### src/sv/tocq_pkg.sv
// Shared types and constants for the tick-ordered command queue.
package tocq_pkg;

  localparam int CAPACITY_DEF      = 16;
  localparam int PAYLOAD_WIDTH_DEF = 32;
  localparam int TICK_W            = 64;
  localparam int PLAYER_W          = 8;
  localparam int SEQ_W             = 32;
  localparam int PAY_PORT_W        = 32;
  localparam int LIMIT_W           = 5;
  localparam logic [LIMIT_W-1:0] LIMIT_RESET = 5'd16;

  localparam logic [1:0] MODE_SCHEDULE = 2'd0;
  localparam logic [1:0] MODE_TAKE     = 2'd1;
  localparam logic [1:0] MODE_CLEAR    = 2'd2;
  localparam logic [1:0] MODE_RESERVED = 2'd3;

  localparam logic [2:0] STAT_ACCEPTED = 3'd0;
  localparam logic [2:0] STAT_PAST     = 3'd1;
  localparam logic [2:0] STAT_DUP      = 3'd2;
  localparam logic [2:0] STAT_FULL     = 3'd3;
  localparam logic [2:0] STAT_TAKEN    = 3'd4;
  localparam logic [2:0] STAT_NONE     = 3'd5;
  localparam logic [2:0] STAT_CLEARED  = 3'd6;

  typedef enum logic [3:0] {
    S_IDLE,
    S_SCAN_RD,
    S_SCAN_CHK,
    S_DECIDE,
    S_SH_RD,
    S_SH_WR,
    S_INS,
    S_TK_RD,
    S_TK_CHK,
    S_EM_RD,
    S_EM_OUT,
    S_CMP_RD,
    S_CMP_WR,
    S_FIN,
    S_RES
  } state_t;

endpackage

### src/sv/tocq_cmd_if.sv
// Command channel interface.
interface tocq_cmd_if;
  logic        valid;
  logic        ready;
  logic [1:0]  mode;
  logic [63:0] command_tick;
  logic [63:0] reference_tick;
  logic [7:0]  player_id;
  logic [31:0] sequence_number;
  logic [31:0] command_payload;
  modport source (output valid, mode, command_tick, reference_tick, player_id,
                  sequence_number, command_payload, input ready);
  modport sink (input valid, mode, command_tick, reference_tick, player_id,
                sequence_number, command_payload, output ready);
endinterface

### src/sv/tocq_res_if.sv
// Result channel interface.
interface tocq_res_if;
  logic        valid;
  logic        ready;
  logic [2:0]  status;
  logic [63:0] out_tick;
  logic [7:0]  out_player;
  logic [31:0] out_sequence;
  logic [31:0] out_payload;
  logic        last_of_run;
  logic [4:0]  occupancy;
  logic        late_seen;
  modport source (output valid, status, out_tick, out_player, out_sequence, out_payload,
                  last_of_run, occupancy, late_seen, input ready);
  modport sink (input valid, status, out_tick, out_player, out_sequence, out_payload,
                last_of_run, occupancy, late_seen, output ready);
endinterface

### src/sv/tocq_cfg_if.sv
// Configuration write channel interface.
interface tocq_cfg_if;
  logic       valid;
  logic       ready;
  logic [4:0] data;
  modport source (output valid, data, input ready);
  modport sink (input valid, data, output ready);
endinterface

### src/sv/tocq_ram.sv
// Generic single-port-write, single-port-read RAM with registered read.
module tocq_ram #(
  parameter int WIDTH = 8,
  parameter int DEPTH = 16,
  parameter int AW    = (DEPTH > 1) ? $clog2(DEPTH) : 1
) (
  input  logic             clk,
  input  logic             we,
  input  logic [AW-1:0]    waddr,
  input  logic [WIDTH-1:0] wdata,
  input  logic             re,
  input  logic [AW-1:0]    raddr,
  output logic [WIDTH-1:0] rdata
);
  logic [WIDTH-1:0] mem [DEPTH];

  always_ff @(posedge clk) begin
    if (we) begin
      mem[waddr] <= wdata;
    end
    if (re) begin
      rdata <= mem[raddr];
    end
  end
endmodule

### src/sv/tick_ordered_command_queue.sv
// Tick-ordered command queue: sorted store in RAM, sequenced read-modify-write.
// Sequence: schedule scans every held entry for a duplicate and the insert position,
//   shifts the entries behind that position on insert, then answers (a reject skips
//   the insert, a past tick the scan too); take scans through the matching run and
//   the first later entry, emits each taken entry, then compacts the entries behind it.
// Throughput: one command at a time; the single RAM read port sets the pace.
// Reset: synchronous; clears count, late flag and sequencer; limit returns to 16.
module tick_ordered_command_queue #(
  parameter int CAPACITY      = tocq_pkg::CAPACITY_DEF,
  parameter int PAYLOAD_WIDTH = tocq_pkg::PAYLOAD_WIDTH_DEF
) (
  input logic clk,
  input logic rst,
  tocq_cmd_if.sink   cmd,
  tocq_res_if.source res,
  tocq_cfg_if.sink   cfg
);
  import tocq_pkg::*;

  localparam int AW = (CAPACITY > 1) ? $clog2(CAPACITY) : 1;
  localparam int CW = $clog2(CAPACITY + 1);
  localparam int LW = (CW > LIMIT_W) ? CW : LIMIT_W;
  localparam int PK = (PAYLOAD_WIDTH < PAY_PORT_W) ? PAYLOAD_WIDTH : PAY_PORT_W;
  localparam int WW = TICK_W + PLAYER_W + SEQ_W + PAYLOAD_WIDTH;
  localparam logic [LW-1:0] CAP_L = LW'(CAPACITY);

  // sequencer and control
  state_t state, state_next;
  logic [CW-1:0] count;
  logic          late;
  logic [LIMIT_W-1:0] capacity_limit;

  // latched command
  logic [1:0]          c_mode;
  logic [TICK_W-1:0]   c_tick, c_ref;
  logic [PLAYER_W-1:0] c_player;
  logic [SEQ_W-1:0]    c_seq;
  logic [PAY_PORT_W-1:0] c_pay;

  // scan bookkeeping
  logic [CW-1:0] idx, pos, first, n, k;
  logic          dup, found;
  logic [2:0]    res_code;

  // RAM
  logic          we, re;
  logic [AW-1:0] waddr, raddr;
  logic [WW-1:0] wdata, rdata;

  logic [TICK_W-1:0]        r_tick;
  logic [PLAYER_W-1:0]      r_player;
  logic [SEQ_W-1:0]         r_seq;
  logic [PAYLOAD_WIDTH-1:0] r_pay;
  assign {r_tick, r_player, r_seq, r_pay} = rdata;

  logic accept, slot_free, load_res, scan_last, tk_stop, tk_eq, em_last, over_limit;
  logic [LW-1:0] limit_eff;
  logic [CW-1:0] idx_inc, idx_dec, n_total;

  assign accept    = cmd.valid && cmd.ready;
  assign slot_free = !res.valid || res.ready;
  assign idx_inc   = CW'(idx + 1'b1);
  assign idx_dec   = CW'(idx - 1'b1);
  assign scan_last = (idx_inc == count);
  assign tk_eq     = (r_tick == c_ref);
  assign tk_stop   = (r_tick > c_ref) || scan_last;
  assign n_total   = CW'(n + {{(CW-1){1'b0}}, tk_eq});
  assign em_last   = (CW'(k + 1'b1) == n);
  assign limit_eff = (LW'(capacity_limit) < CAP_L) ? LW'(capacity_limit) : CAP_L;
  assign over_limit = (LW'(count) >= limit_eff);

  assign cfg.ready = 1'b1;
  assign cmd.ready = (state == S_IDLE);

  tocq_ram #(.WIDTH(WW), .DEPTH(CAPACITY), .AW(AW)) u_ram (
    .clk(clk), .we(we), .waddr(waddr), .wdata(wdata),
    .re(re), .raddr(raddr), .rdata(rdata)
  );

  // next state
  always_comb begin
    state_next = state;
    case (state)
      S_IDLE: begin
        if (accept) begin
          case (cmd.mode)
            MODE_SCHEDULE: begin
              if (cmd.command_tick < cmd.reference_tick) state_next = S_RES;
              else if (count == '0)                      state_next = S_DECIDE;
              else                                       state_next = S_SCAN_RD;
            end
            MODE_TAKE:  state_next = (count == '0) ? S_RES : S_TK_RD;
            MODE_CLEAR: state_next = S_RES;
            default:    state_next = S_IDLE;
          endcase
        end
      end
      S_SCAN_RD:  state_next = S_SCAN_CHK;
      S_SCAN_CHK: state_next = scan_last ? S_DECIDE : S_SCAN_RD;
      S_DECIDE: begin
        if (dup || over_limit) state_next = S_RES;
        else if (count == pos) state_next = S_INS;
        else                   state_next = S_SH_RD;
      end
      S_SH_RD:  state_next = S_SH_WR;
      S_SH_WR:  state_next = (idx_dec == pos) ? S_INS : S_SH_RD;
      S_INS:    state_next = S_RES;
      S_TK_RD:  state_next = S_TK_CHK;
      S_TK_CHK: begin
        if (tk_stop) state_next = (n_total == '0) ? S_RES : S_EM_RD;
        else         state_next = S_TK_RD;
      end
      S_EM_RD: state_next = S_EM_OUT;
      S_EM_OUT: begin
        if (slot_free) begin
          if (!em_last)                          state_next = S_EM_RD;
          else if (CW'(first + n) == count)      state_next = S_FIN;
          else                                   state_next = S_CMP_RD;
        end
      end
      S_CMP_RD: state_next = S_CMP_WR;
      S_CMP_WR: state_next = scan_last ? S_FIN : S_CMP_RD;
      S_FIN:    state_next = S_IDLE;
      S_RES:    state_next = slot_free ? S_IDLE : S_RES;
      default:  state_next = S_IDLE;
    endcase
  end

  // RAM control and result load
  always_comb begin
    we       = 1'b0;
    re       = 1'b0;
    waddr    = idx[AW-1:0];
    raddr    = idx[AW-1:0];
    wdata    = rdata;
    load_res = 1'b0;
    case (state)
      S_SCAN_RD, S_TK_RD, S_CMP_RD: re = 1'b1;
      S_SH_RD: begin
        re    = 1'b1;
        raddr = idx_dec[AW-1:0];
      end
      S_SH_WR: we = 1'b1;
      S_INS: begin
        we    = 1'b1;
        waddr = pos[AW-1:0];
        wdata = {c_tick, c_player, c_seq, PAYLOAD_WIDTH'(c_pay[PK-1:0])};
      end
      S_EM_RD: begin
        re    = 1'b1;
        raddr = AW'(first + k);
      end
      S_EM_OUT: load_res = slot_free;
      S_CMP_WR: begin
        we    = 1'b1;
        waddr = AW'(idx - n);
      end
      S_RES: load_res = slot_free;
      default: ;
    endcase
  end

  // control registers
  always_ff @(posedge clk) begin
    if (rst) begin
      state          <= S_IDLE;
      count          <= '0;
      late           <= 1'b0;
      capacity_limit <= LIMIT_RESET;
    end else begin
      state <= state_next;
      if (cfg.valid && cfg.ready) capacity_limit <= cfg.data;
      case (state)
        S_IDLE: begin
          if (accept) begin
            if (cmd.mode == MODE_CLEAR) begin
              count <= '0;
              late  <= 1'b0;
            end else if (cmd.mode == MODE_SCHEDULE &&
                         cmd.command_tick < cmd.reference_tick) begin
              late <= 1'b1;
            end
          end
        end
        S_INS: count <= CW'(count + 1'b1);
        S_FIN: count <= CW'(count - n);
        default: ;
      endcase
    end
  end

  // working registers
  always_ff @(posedge clk) begin
    case (state)
      S_IDLE: begin
        c_mode   <= cmd.mode;
        c_tick   <= cmd.command_tick;
        c_ref    <= cmd.reference_tick;
        c_player <= cmd.player_id;
        c_seq    <= cmd.sequence_number;
        c_pay    <= cmd.command_payload;
        idx      <= '0;
        pos      <= count;
        first    <= '0;
        n        <= '0;
        k        <= '0;
        dup      <= 1'b0;
        found    <= 1'b0;
        case (cmd.mode)
          MODE_SCHEDULE: res_code <= STAT_PAST;
          MODE_TAKE:     res_code <= STAT_NONE;
          default:       res_code <= STAT_CLEARED;
        endcase
      end
      S_SCAN_CHK: begin
        if (r_player == c_player && r_seq == c_seq) dup <= 1'b1;
        if (!found && r_tick > c_tick) begin
          found <= 1'b1;
          pos   <= idx;
        end
        idx <= idx_inc;
      end
      S_DECIDE: begin
        idx <= count;
        if (dup)             res_code <= STAT_DUP;
        else if (over_limit) res_code <= STAT_FULL;
        else                 res_code <= STAT_ACCEPTED;
      end
      S_SH_WR: idx <= idx_dec;
      S_TK_CHK: begin
        // sorted store: entries below the tick precede the matching run
        if (r_tick < c_ref) first <= idx_inc;
        n   <= n_total;
        idx <= idx_inc;
      end
      S_EM_OUT: begin
        if (slot_free) begin
          k   <= CW'(k + 1'b1);
          idx <= CW'(first + n);
        end
      end
      S_CMP_WR: idx <= idx_inc;
      default: ;
    endcase
  end

  // result register
  always_ff @(posedge clk) begin
    if (rst) begin
      res.valid <= 1'b0;
    end else if (load_res) begin
      res.valid <= 1'b1;
    end else if (res.ready) begin
      res.valid <= 1'b0;
    end
  end

  always_ff @(posedge clk) begin
    if (load_res) begin
      res.late_seen <= late;
      if (state == S_EM_OUT) begin
        res.status       <= STAT_TAKEN;
        res.out_tick     <= r_tick;
        res.out_player   <= r_player;
        res.out_sequence <= r_seq;
        res.out_payload  <= PAY_PORT_W'(r_pay[PK-1:0]);
        res.last_of_run  <= em_last;
        res.occupancy    <= LIMIT_W'(CW'(count - n));
      end else begin
        res.status       <= res_code;
        res.out_tick     <= '0;
        res.out_player   <= '0;
        res.out_sequence <= '0;
        res.out_payload  <= '0;
        res.last_of_run  <= 1'b1;
        res.occupancy    <= LIMIT_W'(count);
      end
    end
  end

`ifndef SYNTHESIS
  a_count_bound: assert property (@(posedge clk) disable iff (rst)
    count <= CW'(CAPACITY)) else $error("count above capacity");
  a_ins_inc: assert property (@(posedge clk) disable iff (rst)
    state == S_INS |=> count == CW'($past(count) + 1'b1)) else $error("insert count");
  a_we_state: assert property (@(posedge clk) disable iff (rst)
    we |-> (state == S_SH_WR || state == S_INS || state == S_CMP_WR))
    else $error("stray RAM write");
  a_take_mode: assert property (@(posedge clk) disable iff (rst)
    state == S_EM_OUT |-> c_mode == MODE_TAKE && n != '0) else $error("emit outside take");
`endif
endmodule

### src/flat_wrapper.sv
// flat-port wrapper written by rule: the top's interface ports become plain ports
module tick_ordered_command_queue_flat import tocq_pkg::*;
#(
  parameter int CAPACITY      = tocq_pkg::CAPACITY_DEF,
  parameter int PAYLOAD_WIDTH = tocq_pkg::PAYLOAD_WIDTH_DEF
)
  (clk, rst, cmd_valid, cmd_mode, cmd_command_tick, cmd_reference_tick, cmd_player_id, cmd_sequence_number, cmd_command_payload, cmd_ready, res_valid, res_status, res_out_tick, res_out_player, res_out_sequence, res_out_payload, res_last_of_run, res_occupancy, res_late_seen, res_ready, cfg_valid, cfg_data, cfg_ready);
  tocq_cmd_if cmd_i ();
  tocq_res_if res_i ();
  tocq_cfg_if cfg_i ();
  input logic clk;
  input logic rst;
  input wire logic [$bits(cmd_i.valid)-1:0] cmd_valid;
  input wire logic [$bits(cmd_i.mode)-1:0] cmd_mode;
  input wire logic [$bits(cmd_i.command_tick)-1:0] cmd_command_tick;
  input wire logic [$bits(cmd_i.reference_tick)-1:0] cmd_reference_tick;
  input wire logic [$bits(cmd_i.player_id)-1:0] cmd_player_id;
  input wire logic [$bits(cmd_i.sequence_number)-1:0] cmd_sequence_number;
  input wire logic [$bits(cmd_i.command_payload)-1:0] cmd_command_payload;
  output wire logic [$bits(cmd_i.ready)-1:0] cmd_ready;
  output wire logic [$bits(res_i.valid)-1:0] res_valid;
  output wire logic [$bits(res_i.status)-1:0] res_status;
  output wire logic [$bits(res_i.out_tick)-1:0] res_out_tick;
  output wire logic [$bits(res_i.out_player)-1:0] res_out_player;
  output wire logic [$bits(res_i.out_sequence)-1:0] res_out_sequence;
  output wire logic [$bits(res_i.out_payload)-1:0] res_out_payload;
  output wire logic [$bits(res_i.last_of_run)-1:0] res_last_of_run;
  output wire logic [$bits(res_i.occupancy)-1:0] res_occupancy;
  output wire logic [$bits(res_i.late_seen)-1:0] res_late_seen;
  input wire logic [$bits(res_i.ready)-1:0] res_ready;
  input wire logic [$bits(cfg_i.valid)-1:0] cfg_valid;
  input wire logic [$bits(cfg_i.data)-1:0] cfg_data;
  output wire logic [$bits(cfg_i.ready)-1:0] cfg_ready;
  assign cmd_i.valid = cmd_valid;
  assign cmd_i.mode = cmd_mode;
  assign cmd_i.command_tick = cmd_command_tick;
  assign cmd_i.reference_tick = cmd_reference_tick;
  assign cmd_i.player_id = cmd_player_id;
  assign cmd_i.sequence_number = cmd_sequence_number;
  assign cmd_i.command_payload = cmd_command_payload;
  assign cmd_ready = cmd_i.ready;
  assign res_valid = res_i.valid;
  assign res_status = res_i.status;
  assign res_out_tick = res_i.out_tick;
  assign res_out_player = res_i.out_player;
  assign res_out_sequence = res_i.out_sequence;
  assign res_out_payload = res_i.out_payload;
  assign res_last_of_run = res_i.last_of_run;
  assign res_occupancy = res_i.occupancy;
  assign res_late_seen = res_i.late_seen;
  assign res_i.ready = res_ready;
  assign cfg_i.valid = cfg_valid;
  assign cfg_i.data = cfg_data;
  assign cfg_ready = cfg_i.ready;
  tick_ordered_command_queue #(.CAPACITY(CAPACITY), .PAYLOAD_WIDTH(PAYLOAD_WIDTH)) u_core (.clk(clk), .rst(rst), .cmd(cmd_i), .res(res_i), .cfg(cfg_i));
endmodule
### config.mk
export PLATFORM = sky130hd
export DESIGN_NAME = tick_ordered_command_queue_flat
export DESIGN_NICKNAME = d
export VERILOG_FILES = /design/src/sv/tocq_pkg.sv /design/src/sv/tocq_cmd_if.sv /design/src/sv/tocq_res_if.sv /design/src/sv/tocq_cfg_if.sv /design/src/sv/tocq_ram.sv /design/src/sv/tick_ordered_command_queue.sv /design/src/flat_wrapper.sv
export SDC_FILE = /design/constraint.sdc
export NUM_CORES = 2
export LEC_CHECK = 0
export ABC_CLOCK_PERIOD_IN_PS = 12700
export BUFFER_PORTS_ARGS = -buffer_cell sky130_fd_sc_hd__buf_2
export CORE_MARGIN = 1
export CORE_UTILIZATION = 56
export DETAILED_ROUTE_END_ITERATION = 12
export PLACE_DENSITY = 0.76
export SYNTH_ARGS = -nofsm -noshare
export SYNTH_HDL_FRONTEND = slang
export SYNTH_SLANG_ARGS = --single-unit
export TNS_END_PERCENT = 10
### constraint.sdc
create_clock -name clk -period 12.7 [get_ports clk]
set_input_delay 0.635 -clock clk [delete_from_list [all_inputs] [get_ports clk]]
set_output_delay 0.635 -clock clk [all_outputs]
set_load 0.005 [all_outputs]
-- After elaboration in Yosys (flattened, before gate mapping)
Memory sizes are Yosys's and may differ from the RTL's. A register that Yosys moved wholly into a read port is not among the register bits.
Index checks and enable logic that the tools add are counted.
- register bits after elaboration: 392
- bits in latches: 0
- bits in writable memories: 2176
- bits in read-only memories: 0
- input port bits: 212
- memories: 1
- memories (name ; words ; bits a word ; read ports ; clocked after Yosys merged registers in ; wr ports ; RTL line ; source):
    u_core.u_ram.mem ; 16 ; 136 ; 1 ; 1 ; 1 ; tocq_ram.sv:15 ; logic [WIDTH-1:0] mem [DEPTH];
- add/sub/neg operators: 9
- multipliers: 0
- divide/modulo/power cells: 0
- order comparisons: 6
- eq/ne operators: 30
- shift operators: 0
- multiplexer cells: 51
- bitwise operators: 0
- reductions and logical operators: 33
- operators with widths (cell ; count):
    2-to-1 mux 136 bit ; 1
    greater-than comparator 64 bit ; 2
    less-than comparator 64 bit ; 2
    == test 64 bit ; 1
    case mux 4 bit (14 select lines) ; 1
    2-to-1 mux 5 bit ; 8
    case mux 5 bit (2 select lines) ; 4
    == test 32 bit ; 1
    2-to-1 mux 4 bit ; 8
    == test 4 bit, second input constant ; 7
    == test 5 bit ; 5
    case mux 5 bit (5 select lines) ; 1
    == test 4 x 3 -> 1 bit, second input constant ; 4
    case mux 4 bit (2 select lines) ; 2
    adder 5 x 1 -> 5 bit, second input constant ; 3
    case mux 5 bit (3 select lines) ; 1
    2-to-1 mux 3 bit ; 4
    case mux 3 bit (2 select lines) ; 2
    case mux 4 bit (3 select lines) ; 1
    AND reduction 2 bit ; 6
    nonzero test 2 bit ; 6
    2-to-1 mux 1 bit ; 11
    zero test 5 bit ; 2
    2-to-1 mux 2 bit ; 5
    27 further kinds ; 41

-- Depth between registers and ports, before layout
- word-level depth: 6
- depth in mapped cells: 15

-- By module
Synthesis repeated with hierarchy kept, for this count alone.
- cell total of the unflattened synthesis: 5636
- area, all modules: 107789.6 um2
- by module, submodules not included (module ; times used ; cells an instance ; area an instance (um2) ; seq. area each (um2)):
    tocq_ram ; 1 ; 3548 ; 85708.5 ; 69426.6
    tick_ordered_command_queue ; 1 ; 2088 ; 22081.2 ; 11611.1

-- Least setup slack after synthesis
Ideal clock, no wire load.
- path kind: reg2reg
- start: register u_core.state[0]
- end: register u_core.u_ram.rdata[0] (read register of u_core.u_ram.mem), enable pin
- arrival: 10.981 ns
- data required time: 11.863 ns
- slack: 0.882 ns
- cell stages (with the launch flop): 5
- path buffers: 2
- clock period less this slack: 11.818 ns
- cell sequence: dfxtp_1 -> buf_4 -> clkbuf_1 -> xor2_1 -> o32ai_1
- word-level cells in the longest chain between the ends: 3
- elaborated cells between the ends (all ways): 8
- RTL lines (what ; RTL line ; source):
    start: declaration ; tick_ordered_command_queue.sv:28 ; state_t state, state_next;
    start signal: assignment ; tick_ordered_command_queue.sv:171 ; state <= state_next;
    == test 4 x 1 -> 1 bit, or another cell as far along ; tick_ordered_command_queue.sv:137 ; case (state)
    OR reduction 5 bit (no line) * ; - ;
    2-to-1 mux 1 bit * ; tick_ordered_command_queue.sv:137 ;
    via u_core.re ; tick_ordered_command_queue.sv:46 ; logic we, re;
    end: declaration ; tocq_ram.sv:13 ; output logic [WIDTH-1:0] rdata
The timed path passes the listed nets; every way through them passes the cells marked *.
A chain may end at the register's enable or synchronous reset.

-- Final worst setup path
- start: register u_core.state[3]
- end: memory u_core.u_ram.mem[8][31] (netlist name), enable pin
- word-level cells in the longest chain between the ends: 5
- elaborated cells between the ends (all ways): 8
- RTL lines (what ; RTL line ; source):
    == test 4 x 3 -> 1 bit or == test 4 bit (tied branches) ; tick_ordered_command_queue.sv:137 ;
    OR reduction 3 bit (no line) ; - ;
    2-to-1 mux 1 bit ; tick_ordered_command_queue.sv:137 ;
    2-to-1 mux 1 bit ; tocq_ram.sv:18 ; if (we) begin
    2-to-1 mux 1 bit (implied by the code) ; tocq_ram.sv:19 ; mem[waddr] <= wdata;
    end: declaration ; tocq_ram.sv:15 ;
Parallel ways exist; a longest one is shown, timed or not.

==> results.yml <==
status:
  outcome: "finished clean"
layout:
  final-instance-count-excl-fill: 12000
  area_growth_pct: 13.7
  post_route_cells_drive_above_1_share_pct: 10.3
  layout_common_cells: "edfxtp_1 (2,688), nand2_1 (2,539), nand3_1 (1,119)"
  most_common_library_cell_in_the_layout_ignoring_fill_and_taps: "edfxtp_1"
  fin_nets: 9592
power_and_ir_drop:
  overall_power_of_the_completed_layout_mw: 31.5
  p_per_area_nw_per_um2: 249
  ir_worst_vdd_uv: 339
  leakage_nw: 46.2
detailed_routing:
  drt_drc_violations_left: 0
  drt-pass1-iter-count: 6
  ant_nets: 0
  wire_per_inst_um: 24.8
  vias_per_cell: 6.22
  drt_first_iter_violations: 10400
  route.final.wire_length_mm: 297
  vias: 74600
yosys:
  synth_compound_area_share_pct: 4.74
  synth_fp_nets: 9112
  synth_ff_type: "edfxtp_1"
  synth.area.mux_share_pct: 0.0460
  synth_top_family_by_area: "simple AND/OR/NAND/NOR gates"
  post_synth.cell_area_avg_um2: 12.9
  netlist-cell-type-count: 74
  synth_cells: 8674
  synth_sequential_area_ratio_pct: 72.7
  synth.cell_area_um2: 111000
  synth-simple-area-share_pct: 16.2
  synth_fa_ha_area_share_pct: 2.56
  post-synth-top-area-cell: "edfxtp_1"
  synth_top_area_share_pct: 72.4
  postSynth.asyncResetShare_pct: 0
  synth-seq-cells: 2704
  ys.warnings.count: 0
  synth_xor_xnor_area_share_pct: 0.723
  yosys-top-cells-area: "edfxtp_1 (72%), nand2_1 (8.5%), nand3_1 (5.0%)"
  synth-edff-count: 2688
sta:
  fin_worst_skew_ns: 0.0537
  fin_crit_sh_pct: 45.6
  max_freq_ghz: 0.173
  tns_ns: 0
  holdWs_ns: 0.0438
  timing_worst_slew_pin_value_ns: 1.16
  timing.final.setup_violations: 0
  period_needed_ns: 5.80
  final_hold_viol_count: 0
  timing.final.max_slew_violations: 0
  timing.max_slew.rel_slack_pct: 22.5
  setup_repair_after_global_routing_missed_its_margin: "no"
place:
  routabilityCongestion: 0.880
  post-dp-hpwl_mm: 147
  place.port_buffers: 359
  numPlacedInstances: 11300
floorplan:
  die_w_um: 448
  fp-row-count: 163
  initial_core_util_pct: 56.4
  coreArea_um2: 198000
  die_height_um: 448
  top_level_ports: 361
  die_area_um2: 201000
cts:
  clock_tree_from_tritoncts: "built"
  cts_root_buf: "clkbuf_16"
  cts_inserted_buffers: 290
  cts-htree-levels: 5
  quantity_of_gates_resized_following_cts: 0
  worst_skew_pair.late_latency_ns: 0.96
  ctsLongestPathBuffers: 4
  cts-hold-fix-buffers: 204
  tritoncts_num_sinks: 2704
  post_cts_buffers: 0
  path_clk_slew_ns: 0.06
worst_setup_path:
  regToRegStartpoint: "u_core.state[3]"
  startpoint_class_of_the_critical_path: "register"
  crit_arrival_ns: 6.32
  ff2ff_setup_slack_ns: 6.90
  end_kind: "register"
  critical_path.max_fanout: 145
  critical_path_required_ns: 13.23
  path_class: "reg -> reg"
  critical_path.reg2reg.endpoint: "u_core.u_ram.mem[8][31]"
  worst_r2r_path_depth: 8
global_routing:
  first_global_vias: 71700
  global_route_wire_length_before_repair_mm: 437
  maximum_number_of_pins_on_one_net_before_global_route_repair: 207
  grt_usage_pct: 29.0
  antenna_violations_before_repair: 6
  grt_overflow_total: 0
worst_hold_path:
  min_delay_startpoint: "cfg_valid"
  min_path_cells: 2
  worstHoldEndpoint: "u_core.capacity_limit[4]"
  hp-class: "in -> reg"
flow_run:
  cap_viol_max_count: 0
==> per-layer routing <==
| metal | vias up | GRT usage [%] | share of wire (%) |
|---|---|---|---|
| met5 | - | 0 | 0.0094 |
| met3 | 758 | 5.16 | 11 |
| met2 | 4988 | 45.9 | 47 |
| met1 | 36200 | 39.7 | 37 |
| met4 | 4 | 13.0 | 4.4 |
| li1 | 32600 | - | - |
==> final cells by class <==
class	count	area (um^2)
sequential	2704	81000
fill	13400	70800
multi-input combinational	5219	27300
clock buffer	335	7570
timing repair buffer	726	5350
tap	2640	3300
clock inverter	155	1370
inverter	213	807
antenna	2	5.00
==> how the worst max path moves through the flow <==
stage | startpoint | to | slack [ns] | cells after the start
finish | u_core.state[3] | u_core.u_ram.mem[8][31] | 6.90 | 8
global route | u_core.state[3] | u_core.u_ram.mem[8][23] | 6.77 | 8
CTS | u_core.state[3] | u_core.u_ram.mem[8][31] | 7.03 | 8
detailed placement | u_core.state[3] | u_core.u_ram.mem[8][23] | 7.06 | 8
global placement | u_core.state[3] | u_core.u_ram.mem[8][23] | 7.17 | 8
floorplan | u_core.state[0] | u_core.u_ram.rdata[0] | 0.88 | 4
==> logic make-up (layout without fill, tap and decap cells) <==
| group | count (synthesis) | count (layout) |
|---|---|---|
| AND/OR/NAND/NOR | 4161 | 4161 |
| buffers and inverters | 751 | 1429 |
| XOR/XNOR | 92 | 92 |
| adder cells (fa/ha/maj) | 226 | 226 |
| AO/OA/AOI/OAI | 734 | 734 |
| other | 1 | 3 |
| flip-flops | 2704 | 2704 |
| multiplexers | 5 | 5 |
==> critical path, stage by stage, from the launching register on <==
cell and delay, ns:
dfxtp_1 0.89, nor2b_4 0.32, buf_12 0.56, a21oi_1 0.32, a221oi_1 0.46, nand2_1 0.34, nor2_4 0.73, buf_4 0.80
buf_4 0.86
==> through the flow <==
| step | util (%) | cell area [um^2] | worst slack, ns |
|---|---|---|---|
| after detailed placement | 58.6 | 116000 | 7.06 |
| after floorplan | - | 111000 | 0.882 |
| after CTS | 64.1 | 127000 | 7.03 |
| after global routing | 64.1 | 127000 | 6.77 |
| after global placement | 58.6 | 116000 | 7.17 |
| final | 64.1 | 127000 | 6.90 |
==> cells in the mapped netlist (7+ instances only) <==
master / number
clkbuf_1: 207
a221o_1: 11
edfxtp_1: 2688
nor2b_1: 15
nor2_1: 85
buf_1: 25
nand4_1: 48
a211oi_1: 7
buf_2: 252
xor2_1: 47
a211o_1: 7
nand3_1: 1120
nand2b_1: 11
a21o_1: 29
xnor2_1: 45
inv_1: 212
nand2_1: 2539
o21ai_0: 119
a311oi_1: 275
and3_1: 282
ha_1: 222
dfxtp_1: 16
buf_4: 47
nor4_1: 13
a31oi_1: 145
buf_6: 7
nor3_1: 19
a221oi_1: 7
a21oi_1: 84
==> report_power, final <==
group	switching (mW)	internal (mW)
clock	3.38	4.71
combinational	7.42	3.04
sequential	0.730	12.2
==> flip-flops by register name (all words and copies together), names as in the netlist, 32 cells and up <==
register	flops
u_core.u_ram.mem	2176
u_core.u_ram.rdata	136
u_core.c_ref	64
u_core.c_tick	64
u_core.res.out_tick	64
u_core.c_pay	32
u_core.c_seq	32
u_core.res.out_payload	32
u_core.res.out_sequence	32
No activity file was read; power rests on OpenSTA's default activity.
